===== src/hw/rtl/tps_pkg.sv =====
`timescale 1ns / 1ps
`default_nettype none
// ---------------------------------------------------------------------------
// tps_pkg
// Shared widths, codes and helpers of the timer prescaler solver.
// ---------------------------------------------------------------------------
package tps_pkg;

    localparam int FREQ_FRAC_BITS = 8;
    localparam int MAX_TIMER_BITS = 32;

    localparam int TW      = 39;                    // target field
    localparam int MHZ_W   = 12;
    localparam int BITS_W  = 6;
    localparam int XW      = 32 + FREQ_FRAC_BITS;   // cpu clock in Hz, scaled
    localparam int YW      = XW + 3;                // chosen divisor, below 8*x
    localparam int PW      = TW + 10 + MAX_TIMER_BITS;
    localparam int CMP_W   = 32;
    localparam int SEL_W   = 3;
    localparam int PDW     = CMP_W + 10;            // compare times prescaler
    localparam int FQW     = 39;
    localparam int PERW    = 32;
    localparam int FNUM_W  = ((XW + 1 > PDW) ? XW + 1 : PDW) + 1;
    localparam int PNUM_W  = PDW + 11;
    localparam int DIVN_W  = (FNUM_W > PNUM_W) ? FNUM_W : PNUM_W;
    localparam int NPRESC  = 7;
    localparam int CFG_IDX_W = 2;

    localparam int OUT_BITS    = 2 + SEL_W + CMP_W + FQW + PERW;
    localparam int IN_TDATA_W  = ((TW + 7) / 8) * 8;
    localparam int OUT_TDATA_W = ((OUT_BITS + 7) / 8) * 8;

    localparam logic [19:0] HZ_PER_MHZ = 20'd1000000;
    localparam logic [XW-1:0] X_RESET = XW'(64'd16000000 << FREQ_FRAC_BITS);

    typedef enum logic [1:0] {
        ST_OK   = 2'd0,
        ST_LOW  = 2'd1,
        ST_HIGH = 2'd2
    } t_status;

    typedef enum logic [CFG_IDX_W-1:0] {
        CFG_CPU_FREQ    = 2'd0,
        CFG_TIMER_WIDTH = 2'd1
    } t_cfg_idx;

    // prescaler index 0..6 -> log2 of 1,8,32,64,128,256,1024
    function automatic logic [3:0] presc_shift(input logic [SEL_W-1:0] idx);
        logic [3:0] s;
        unique case (idx)
            3'd0:    s = 4'd0;
            3'd1:    s = 4'd3;
            3'd2:    s = 4'd5;
            3'd3:    s = 4'd6;
            3'd4:    s = 4'd7;
            3'd5:    s = 4'd8;
            3'd6:    s = 4'd10;
            default: s = 4'd0;
        endcase
        return s;
    endfunction

endpackage
`default_nettype wire


===== src/hw/rtl/tps_div_cell.sv =====
`timescale 1ns / 1ps
`default_nettype none
// ---------------------------------------------------------------------------
// tps_div_cell
// One restoring division step: brings down one numerator bit, subtracts the
// divisor when it fits and shifts the quotient bit in.
// ---------------------------------------------------------------------------
module tps_div_cell
    import tps_pkg::*;
#(
    parameter int N = 8,
    parameter int D = 8,
    parameter int W = 1
) (
    input  wire          i_clk,
    input  wire          i_rst_n,
    input  wire          i_en,
    input  wire          i_valid,
    input  wire  [D-1:0] i_rem,
    input  wire  [N-1:0] i_nq,     // numerator bits on top, quotient bits below
    input  wire  [D-1:0] i_div,
    input  wire  [W-1:0] i_pay,
    output logic         o_valid,
    output logic [D-1:0] o_rem,
    output logic [N-1:0] o_nq,
    output logic [D-1:0] o_div,
    output logic [W-1:0] o_pay
);

    logic [D:0]   trial;
    logic [D+1:0] diff;
    logic         ge;

    assign trial = {i_rem, i_nq[N-1]};
    assign diff  = {1'b0, trial} - {2'b00, i_div};
    assign ge    = ~diff[D+1];

    always_ff @(posedge i_clk) begin
        if (!i_rst_n) begin
            o_valid <= 1'b0;
        end else if (i_en) begin
            o_valid <= i_valid;
        end
    end

    always_ff @(posedge i_clk) begin
        if (i_en) begin
            o_rem <= ge ? diff[D-1:0] : trial[D-1:0];
            o_nq  <= {i_nq[N-2:0], ge};
            o_div <= i_div;
            o_pay <= i_pay;
        end
    end

endmodule
`default_nettype wire


===== src/hw/rtl/tps_divider.sv =====
`timescale 1ns / 1ps
`default_nettype none
// ---------------------------------------------------------------------------
// tps_divider
// Pipelined unsigned divider: a row of N division cells, one quotient bit
// each, with a side payload that travels alongside.
// ---------------------------------------------------------------------------
module tps_divider
    import tps_pkg::*;
#(
    parameter int N = 8,
    parameter int D = 8,
    parameter int W = 1
) (
    input  wire          i_clk,
    input  wire          i_rst_n,
    input  wire          i_en,
    input  wire          i_valid,
    input  wire  [N-1:0] i_num,
    input  wire  [D-1:0] i_div,
    input  wire  [W-1:0] i_pay,
    output logic         o_valid,
    output logic [N-1:0] o_quo,
    output logic [D-1:0] o_rem,
    output logic [D-1:0] o_div,
    output logic [W-1:0] o_pay
);

    logic         w_valid [0:N];
    logic [D-1:0] w_rem   [0:N];
    logic [N-1:0] w_nq    [0:N];
    logic [D-1:0] w_div   [0:N];
    logic [W-1:0] w_pay   [0:N];

    assign w_valid[0] = i_valid;
    assign w_rem[0]   = '0;
    assign w_nq[0]    = i_num;
    assign w_div[0]   = i_div;
    assign w_pay[0]   = i_pay;

    for (genvar g = 0; g < N; g++) begin : g_cell
        tps_div_cell #(.N(N), .D(D), .W(W)) u_cell (
            .i_clk   (i_clk),
            .i_rst_n (i_rst_n),
            .i_en    (i_en),
            .i_valid (w_valid[g]),
            .i_rem   (w_rem[g]),
            .i_nq    (w_nq[g]),
            .i_div   (w_div[g]),
            .i_pay   (w_pay[g]),
            .o_valid (w_valid[g+1]),
            .o_rem   (w_rem[g+1]),
            .o_nq    (w_nq[g+1]),
            .o_div   (w_div[g+1]),
            .o_pay   (w_pay[g+1])
        );
    end

    assign o_valid = w_valid[N];
    assign o_quo   = w_nq[N];
    assign o_rem   = w_rem[N];
    assign o_div   = w_div[N];
    assign o_pay   = w_pay[N];

endmodule
`default_nettype wire


===== config.mk =====
export PLATFORM = sky130hd
export DESIGN_NAME = tps_divider
export DESIGN_NICKNAME = d
export VERILOG_FILES = /design/src/hw/rtl/tps_pkg.sv /design/src/hw/rtl/tps_div_cell.sv /design/src/hw/rtl/tps_divider.sv
export SDC_FILE = /design/constraint.sdc
export NUM_CORES = 1
export LEC_CHECK = 0
export ABC_AREA = 1
export BUFFER_PORTS_ARGS = -buffer_cell sky130_fd_sc_hd__buf_2
export CORE_ASPECT_RATIO = 0.6
export CORE_MARGIN = 4
export CORE_UTILIZATION = 55
export CTS_CLUSTER_DIAMETER = 30
export DETAILED_ROUTE_END_ITERATION = 6
export PLACE_DENSITY_LB_ADDON = 0.12
export SYNTH_ARGS = -nofsm -noshare
export SYNTH_HDL_FRONTEND = slang
export SYNTH_SLANG_ARGS = --single-unit

===== constraint.sdc =====
create_clock -name i_clk -period 3.84 [get_ports i_clk]
set_input_delay 0.192 -clock i_clk [delete_from_list [all_inputs] [get_ports i_clk]]
set_output_delay 0.192 -clock i_clk [all_outputs]
set_load 0.01 [all_outputs]

## Word-level counts from Yosys, hierarchy flattened

Cells that the tools add are included.

- Register bits after elaboration: 208
- Bits in read-only memories: 0
- Memories kept: 0
- Bits in writable memories: 0
- Output and inout bits: 26
- Input bits: 21
- Bits in latches: 0
- Logic and storage cells: 65

- Order comparisons: 0
- Bitwise logic cells: 8
- Shift operators: 0
- Equality and inequality tests: 0
- Multiply operators: 0
- Multiplexer cells: 8
- Add/subtract/negate cells: 8
- Reduce and logical (&&, ||, !) cells: 0
- Divide/modulo/power cells: 0

Operator list:

| kind | count |
|---|---|
| 9-bit by 8-bit subtractor with 10-bit output | 7 |
| 8-bit two-way mux | 7 |
| 1-bit by 8-bit subtractor with 9-bit output | 1 |
| 1-bit inverter | 8 |
| 1-bit two-way mux | 1 |

## Longest topological paths before layout

Gate-level depths: netlist of the first run.

- Depth after elaboration: 2
- Gate-level depth with buffers: 11
- Mapped depth without buffers: 11

## Modules after synthesis

A second synthesis of the first run with hierarchy kept.

- Cell total of the unflattened synthesis: 1073
- Area total of the unflattened synthesis: 11484.8 um^2

By module, submodules not included:

| module | instances | area each (um^2) | cells an instance |
|---|---|---|---|
| tps_div_cell at g_cell[4].u_cell ... | 4 | 1447.6 | 134 |
| tps_div_cell at g_cell[0].u_cell ... | 2 | 1436.4 | 134 |
| tps_div_cell at g_cell[1].u_cell | 1 | 1435.1 | 133 |
| tps_div_cell at g_cell[3].u_cell | 1 | 1382.6 | 135 |
| tps_divider | 1 | 3.8 | 1 |

## Worst setup path before layout of the first run

Ideal clock, no wire load.

- Kind: register to register
- From: register g_cell[5].u_cell.o_div[0]
- To: register g_cell[6].u_cell.o_rem[6], data pin
- Setup slack: 2157 ps
- Arrival: 1430 ps
- Cell stages (with the launch flop): 11
- Library setup time: 253 ps
- Cells stage by stage: edfxtp_1 -> ha_1 -> fa_1 -> inv_1 -> nand2_1 -> nand2_1 -> nand3b_1 -> nand2_1 -> nand2_1 -> nand3_2 -> nand2_1

- Longest elaborated chain between the ends: 2

RTL lines:

| what | line | source |
|---|---|---|
| from (decl) | tps_div_cell.sv:26 | `output logic [D-1:0] o_div,` |
| from (signal assigned) | tps_div_cell.sv:50 | `o_div <= i_div;` |
| 9-bit by 8-bit subtractor with 10-bit output | tps_div_cell.sv:35 | `assign diff = {1'b0, trial} - {2'b00, i_div};` |
| 8-bit two-way mux | tps_div_cell.sv:48 | `o_rem <= ge ? diff[D-1:0] : trial[D-1:0];` |
| to (signal assigned) | tps_div_cell.sv:48 |  |
| to (decl) | tps_div_cell.sv:24 | `output logic [D-1:0] o_rem,` |

Every way passes these cells.
A chain may end at the register's enable or synchronous reset.

## Worst setup path in the final report of the first run

- From: register g_cell[6].u_cell.o_div[4]
- To: register g_cell[7].u_cell.o_rem[1], data pin

- Longest elaborated chain between the ends: 2

RTL lines:

| what | line |
|---|---|
| from (decl) | tps_div_cell.sv:26 |
| from (signal assigned) | tps_div_cell.sv:50 |
| 9-bit by 8-bit subtractor with 10-bit output | tps_div_cell.sv:35 |
| 8-bit two-way mux | tps_div_cell.sv:48 |
| to (signal assigned) | tps_div_cell.sv:48 |
| to (decl) | tps_div_cell.sv:24 |

Every way passes these cells.

==> run metrics, run 1 <==
status finished clean; fin crit share 0.562; PnR worst setup slack 1.68 ns; Slew @ Worst Pin 0.952 ns; most common cell after layout, fill and taps aside nand2_1; Final Max Slew Viols 0; TritonCTS Buffers 38; DP Worst Slack 1.73 ns; RePlAce Congestion 0.874; Routed Antenna Nets 0; Crit Path Class reg -> reg; multi-input gate area in the final layout 3680 sq um; Register Area 6170 sq um; vias in the first global route 6,353; delay-heaviest family, CP simple AND/OR/NAND/NOR gates; via count 6,884; Hold Path Class in -> reg; clock tree from TritonCTS done; Residual DRC 0; sequential area share after synthesis 0.579; first-pass GRT wire length 32.8 mm; Power, Total 8.96 mW; Initial DRC Count 758; Die Wd 188 microns; Die Ht 116 microns; GR Overflow Total 0; Synth Warn # 0; crit path max fanout 13; CP Cell Sequence inv_1 -> ha_1 -> nand2_1 -> nand2_1 -> inv_1 -> nand2_1 -> nand2_2 -> nand3_2 -> nand2_1 -> o21ai_2; # fillers 1,474; Max Cap Viol 0; final setup vio count 0; commonest cells after routing, fill and taps aside nand2_1 (220), edfxtp_1 (200), inv_1 (193); clk buf depth 3; setup TNS 0 ns; min Tclk post-route 2.16 ns; Ports 47; post-synthesis cell area 10,600 sq um; Max-slew headroom 0.365; routed len/inst 14.5 microns; Syn Inst Count 981; Unique masters post-synth 26; Clock transition at path regs 0.05 ns; Site Rows 39; fin cells 1,360; die area 21,700 sq um; CP startpoint kind flip-flop; largest net degree at the start of global routing 123; most used cell, CP nand2_1; nets 1,170; Critical-path top delay cell edfxtp_1; Worst Clk Skew 0.0209 ns; Top FF cell, synth edfxtp_1; # diodes 0; Area growth, synth to finish 18.9%; async set-reset flop share out of synthesis 0; P per Cell Area 708 nW/um^2; H-tree levels 2; critical path arrival 2.41 ns; core area 19,000 sq um; Critical Path Max Stage Delay 0.40 ns; IO buf count 46; final hold viol count 0; Inst Count DP 1,270; layout cells sized above 1 0.205; Avg Cell Area, Syn 10.8 sq um; Via density 5.06; DP Wirelength 13.7 mm; Pleak 5.73 nW; initial antenna violation count 0; drt pass-1 iters 6; All-Layer GR Usage 0.187; Clk Tree Root Cell clkbuf_16; Max Freq 463 MHz; Yosys reg bits 208; RSZ-0062 raised after global routing false; Max VDD drop 0.455 mV; Starting Density 0.559; WP data required 4.09 ns; Post-CTS Setup Inserts 0; Post-Route WL 19.7 mm; number of buffers and inverters on the critical path 2; Critical Path End Type flip-flop; EDFF count, synth 200; worst skew pair latency 0.52 ns; clk sink count 208
-- layer usage --
layer | GRT usage | wire (microns) | up-vias
li1 | - | - | 3495
met1 | 0.319 | 10900 | 3136
met2 | 0.233 | 7090 | 219
met3 | 0.0433 | 1460 | 34
met4 | 0.0464 | 302 | 0
met5 | 0 | 0 | -
-- synth_stat cells, drive strengths merged, types with 8 or more instances --
master | n | area share
nand2 | 246 | 0.093
edfxtp | 200 | 0.56
inv | 193 | 0.068
nand3 | 62 | 0.046
ha | 58 | 0.068
nor2 | 49 | 0.022
o21ai | 38 | 0.028
nand4 | 37 | 0.022
a21oi | 34 | 0.023
xnor2 | 17 | 0.014
or2 | 11 | 0.0065
dfxtp | 8 | 0.015
nand3b | 8 | 0.0056
-- final timing paths --
path | cells after the start | endpoint | slack, ns | from
hold / removal | 2 | g_cell[0].u_cell.o_nq[5] | 0.39 | i_num[4]
setup / recovery | 10 | g_cell[7].u_cell.o_rem[1] | 1.68 | g_cell[6].u_cell.o_div[4]
setup reg to reg | 10 | g_cell[7].u_cell.o_rem[1] | 1.68 | g_cell[6].u_cell.o_div[4]
hold reg to reg | 0 | g_cell[7].u_cell.o_nq[2] | 0.41 | g_cell[6].u_cell.o_nq[1]
-- logic make-up (layout without fill, tap and decap cells) --
| logic type | after synthesis | after routing | share of synthesized area |
|---|---|---|---|
| AOI/OAI and AO/OA | 72 | 72 | 0.0508 |
| DFF | 208 | 208 | 0.579 |
| xor gates and xnor gates | 21 | 21 | 0.0173 |
| adders and majority gates | 65 | 65 | 0.0814 |
| other | 1 | 3 | 0.000352 |
| buffers and inverters | 200 | 331 | 0.0755 |
| and+or+nand+nor | 414 | 414 | 0.195 |
-- stage by stage --
stage	hold WS (ns)	util	cell area (sq um)
finish	0.386	0.665	12700
global route	0.378	0.665	12700
CTS	0.358	0.665	12700
detailed placement	0.370	0.586	11100
global placement	0.368	0.586	11100
floorplan	0.291	-	10700
-- registers in the layout, indices dropped and copies added (netlist names) --
| name | count |
|---|---|
| g_cell.u_cell.o_div | 64 |
| g_cell.u_cell.o_nq | 64 |
| g_cell.u_cell.o_pay | 8 |
| g_cell.u_cell.o_rem | 64 |
| g_cell.u_cell.o_valid | 8 |
-- timing repair --
action                                 CTS  global route
endpoints found under the hold margin   25             0
resized for setup                        0             0
hold buffers                            20             0
-- report_power, final --
part           internal, mW  switching (mW)  total [mW]
combinational         0.919            1.52        2.44
sequential             2.98           0.159        3.14
clock                  2.16            1.22        3.38
total                  6.06            2.90        8.96
-- area by class of cell --
type / count / area share
flip-flops and latches: 208 / 0.487
inverters: 193 / 0.0572
multi-input cells: 575 / 0.291
clock buffers: 42 / 0.0763
repair buffers: 68 / 0.0369
well taps: 246 / 0.0243
clock inverters: 28 / 0.0274
(Power assumes the default switching activity.)
==> inputs of run 2 (changes only) <==
==> constraint.sdc (replaced) <==
create_clock -name i_clk -period 2.2 [get_ports i_clk]
set_input_delay 0.11 -clock i_clk [delete_from_list [all_inputs] [get_ports i_clk]]
set_output_delay 0.11 -clock i_clk [all_outputs]
set_load 0.01 [all_outputs]
==> run metrics, run 2 (synthesis results as in run 1) <==
Site Rows 39 (unchanged); Clock transition at path regs 0.06 ns (about the same); Worst Clk Skew 0.0211 ns (+0.000216 ns); start point of the worst hold path i_en; clock tree from TritonCTS done; RePlAce Congestion 0.865 (-0.97%); layout cells sized above 1 0.208 (+0.00322); Post-CTS Setup Inserts 0 (unchanged); Worst Hold End g_cell[2].u_cell.o_nq[3]; Initial DRC Count 701 (-7.5%); Die Ht 116 microns (unchanged); multi-input gate area in the final layout 3690 sq um (+0.20%); CP startpoint kind flip-flop; first-pass GRT wire length 34.1 mm (+4.0%); fin crit share 0.916 (+0.354); Placement Cell Area 11,300 sq um (+1.2%); Max Freq 496 MHz (+7.1%); Inst Count DP 1,279 (+0.71%); Post-Route WL 20.5 mm (+4.0%); worst reg2reg endpoint g_cell[4].u_cell.o_rem[0]; Largest regs g_cell.u_cell.o_div (64), g_cell.u_cell.o_nq (64), g_cell.u_cell.o_rem (64); nets 1,176 (+0.51%); initial antenna violation count 0 (unchanged); min Tclk post-route 2.01 ns (-0.144 ns); die area 21,700 sq um (unchanged); # diodes 0 (unchanged); DP Wirelength 14.3 mm (+4.4%); P per Cell Area 1200 nW/um^2 (+69%); worst skew pair latency 0.51 ns (about the same); most common cell after layout, fill and taps aside nand2_1; Die Wd 188 microns (unchanged); routed len/inst 15.1 microns (+3.9%); Core Util, Final 0.664 (-0.00145); clk buf depth 3 (unchanged); commonest cells after routing, fill and taps aside nand2_1 (220), edfxtp_1 (200), inv_1 (193); RSZ-0062 raised after global routing false; Max VDD drop 0.622 mV (+37%); critical path arrival 2.27 ns (-0.14 ns); H-tree levels 2 (unchanged); IO buf count 46 (unchanged); Ports 47 (unchanged); Hold Path Class in -> reg; Max-slew headroom 0.638 (+0.272); status finished clean; Pleak 5.71 nW (-0.24%); Power, Total 15.1 mW (+69%); Slew @ Worst Pin 0.544 ns (-0.408 ns); vias in the first global route 6,507 (+2.4%); All-Layer GR Usage 0.194 (+0.00686); Starting Density 0.559 (unchanged); crit path max fanout 11 (-2); WP data required 2.45 ns (-1.64 ns); Clk Tree Root Cell clkbuf_16; Final Max Slew Viols 0 (unchanged); via count 6,944 (+0.87%); final hold viol count 0 (unchanged); Critical Path End Type flip-flop; R2R cell count 11 (+1); # fillers 1,418 (-3.8%); core area 19,000 sq um (unchanged); largest net degree at the start of global routing 65 (-47%); hold_ws 0.181 ns (-0.205 ns); Max Cap Viol 0 (unchanged); Routed Antenna Nets 0 (unchanged); GR Overflow Total 0 (unchanged); flop2flop setup slack 0.19 ns (-1.50 ns); Register Area 6170 sq um (unchanged); TritonCTS Buffers 35 (-7.9%); Worst R2R Start g_cell[3].u_cell.o_div[2]; final setup vio count 0 (unchanged); Residual DRC 0 (unchanged); PnR worst setup slack 0.186 ns (-1.50 ns); Area growth, synth to finish 18.7%; fin cells 1,362 (+0.15%); clk sink count 208 (unchanged); DP Worst Slack 0.176 ns (-1.55 ns); Design Area, Final 12,600 sq um (-0.22%); Hold Path Cell Cnt 1 (-1); Crit Path Class reg -> reg; Via density 5.10 (+0.72%); setup TNS 0 ns (unchanged); drt pass-1 iters 5 (-1)
run 2: cell types whose count changed in the layout (fill, tap and decap cells not counted), moves of 3 or more:
cell,delta
buf_12,+5
clkbuf_16,-3
clkinv_2,+3
clkinv_8,-3
inv_8,-3
buf_4,+4
run 2: critical path, stage by stage (launching register included):
cell and delay, ns:
edfxtp_1 0.37, inv_1 0.05, ha_1 0.36, nand2_1 0.10, nand2_1 0.11, nand2_1 0.10, nand2_1 0.05, nand2_1 0.14
nand3_2 0.16, buf_12 0.19, nand2_1 0.07, o21ai_2 0.06
run 2: what timing repair did:
| item | 4_1_cts | 5_1_grt |
|---|---|---|
| setup endpoints to repair | 0 | 4 |
| gates resized for setup | 0 | 1 |
| hold buffers | 20 | 0 |
| endpoints found under the hold margin | 27 | 0 |
run 2: routing by layer:
metal / track usage / vias up / wire length [microns]
met1: 0.330 / 3201 / 11100
met3: 0.0394 / 24 / 1490
met2: 0.247 / 227 / 7680
li1: - / 3492 / -
met5: 0 / - / 0
met4: 0.0499 / 0 / 265
run 2: report_power, final:
part	leakage, nW	internal (mW)	switching [mW]
registers	2.02	5.20	0.273
logic	3.14	1.70	2.70
clock network	0.553	3.33	1.94
run 2: final cells by class:
class                   count  area share
flip-flops and latches    208       0.488
multi-input cells         575       0.292
clock buffers              37      0.0699
inverters                 193      0.0574
repair buffers             77      0.0473
well taps                 246      0.0244
clock inverters            26      0.0209
run 2: worst max-delay path by stage:
stage	start	end	slack, ns	cells past startpoint
6_report	g_cell[3].u_cell.o_div[2]	g_cell[4].u_cell.o_rem[0]	0.19	11
5_1_grt	g_cell[0].u_cell.o_div[2]	g_cell[1].u_cell.o_rem[0]	0.03	10
4_1_cts	g_cell[6].u_cell.o_rem[2]	g_cell[7].u_cell.o_rem[2]	0.17	9
3_5_place_dp	g_cell[6].u_cell.o_rem[2]	g_cell[7].u_cell.o_rem[2]	0.18	9
3_3_place_gp	g_cell[6].u_cell.o_rem[3]	g_cell[7].u_cell.o_rem[0]	0.20	9
2_1_floorplan	g_cell[5].u_cell.o_div[0]	g_cell[6].u_cell.o_rem[6]	0.52	10
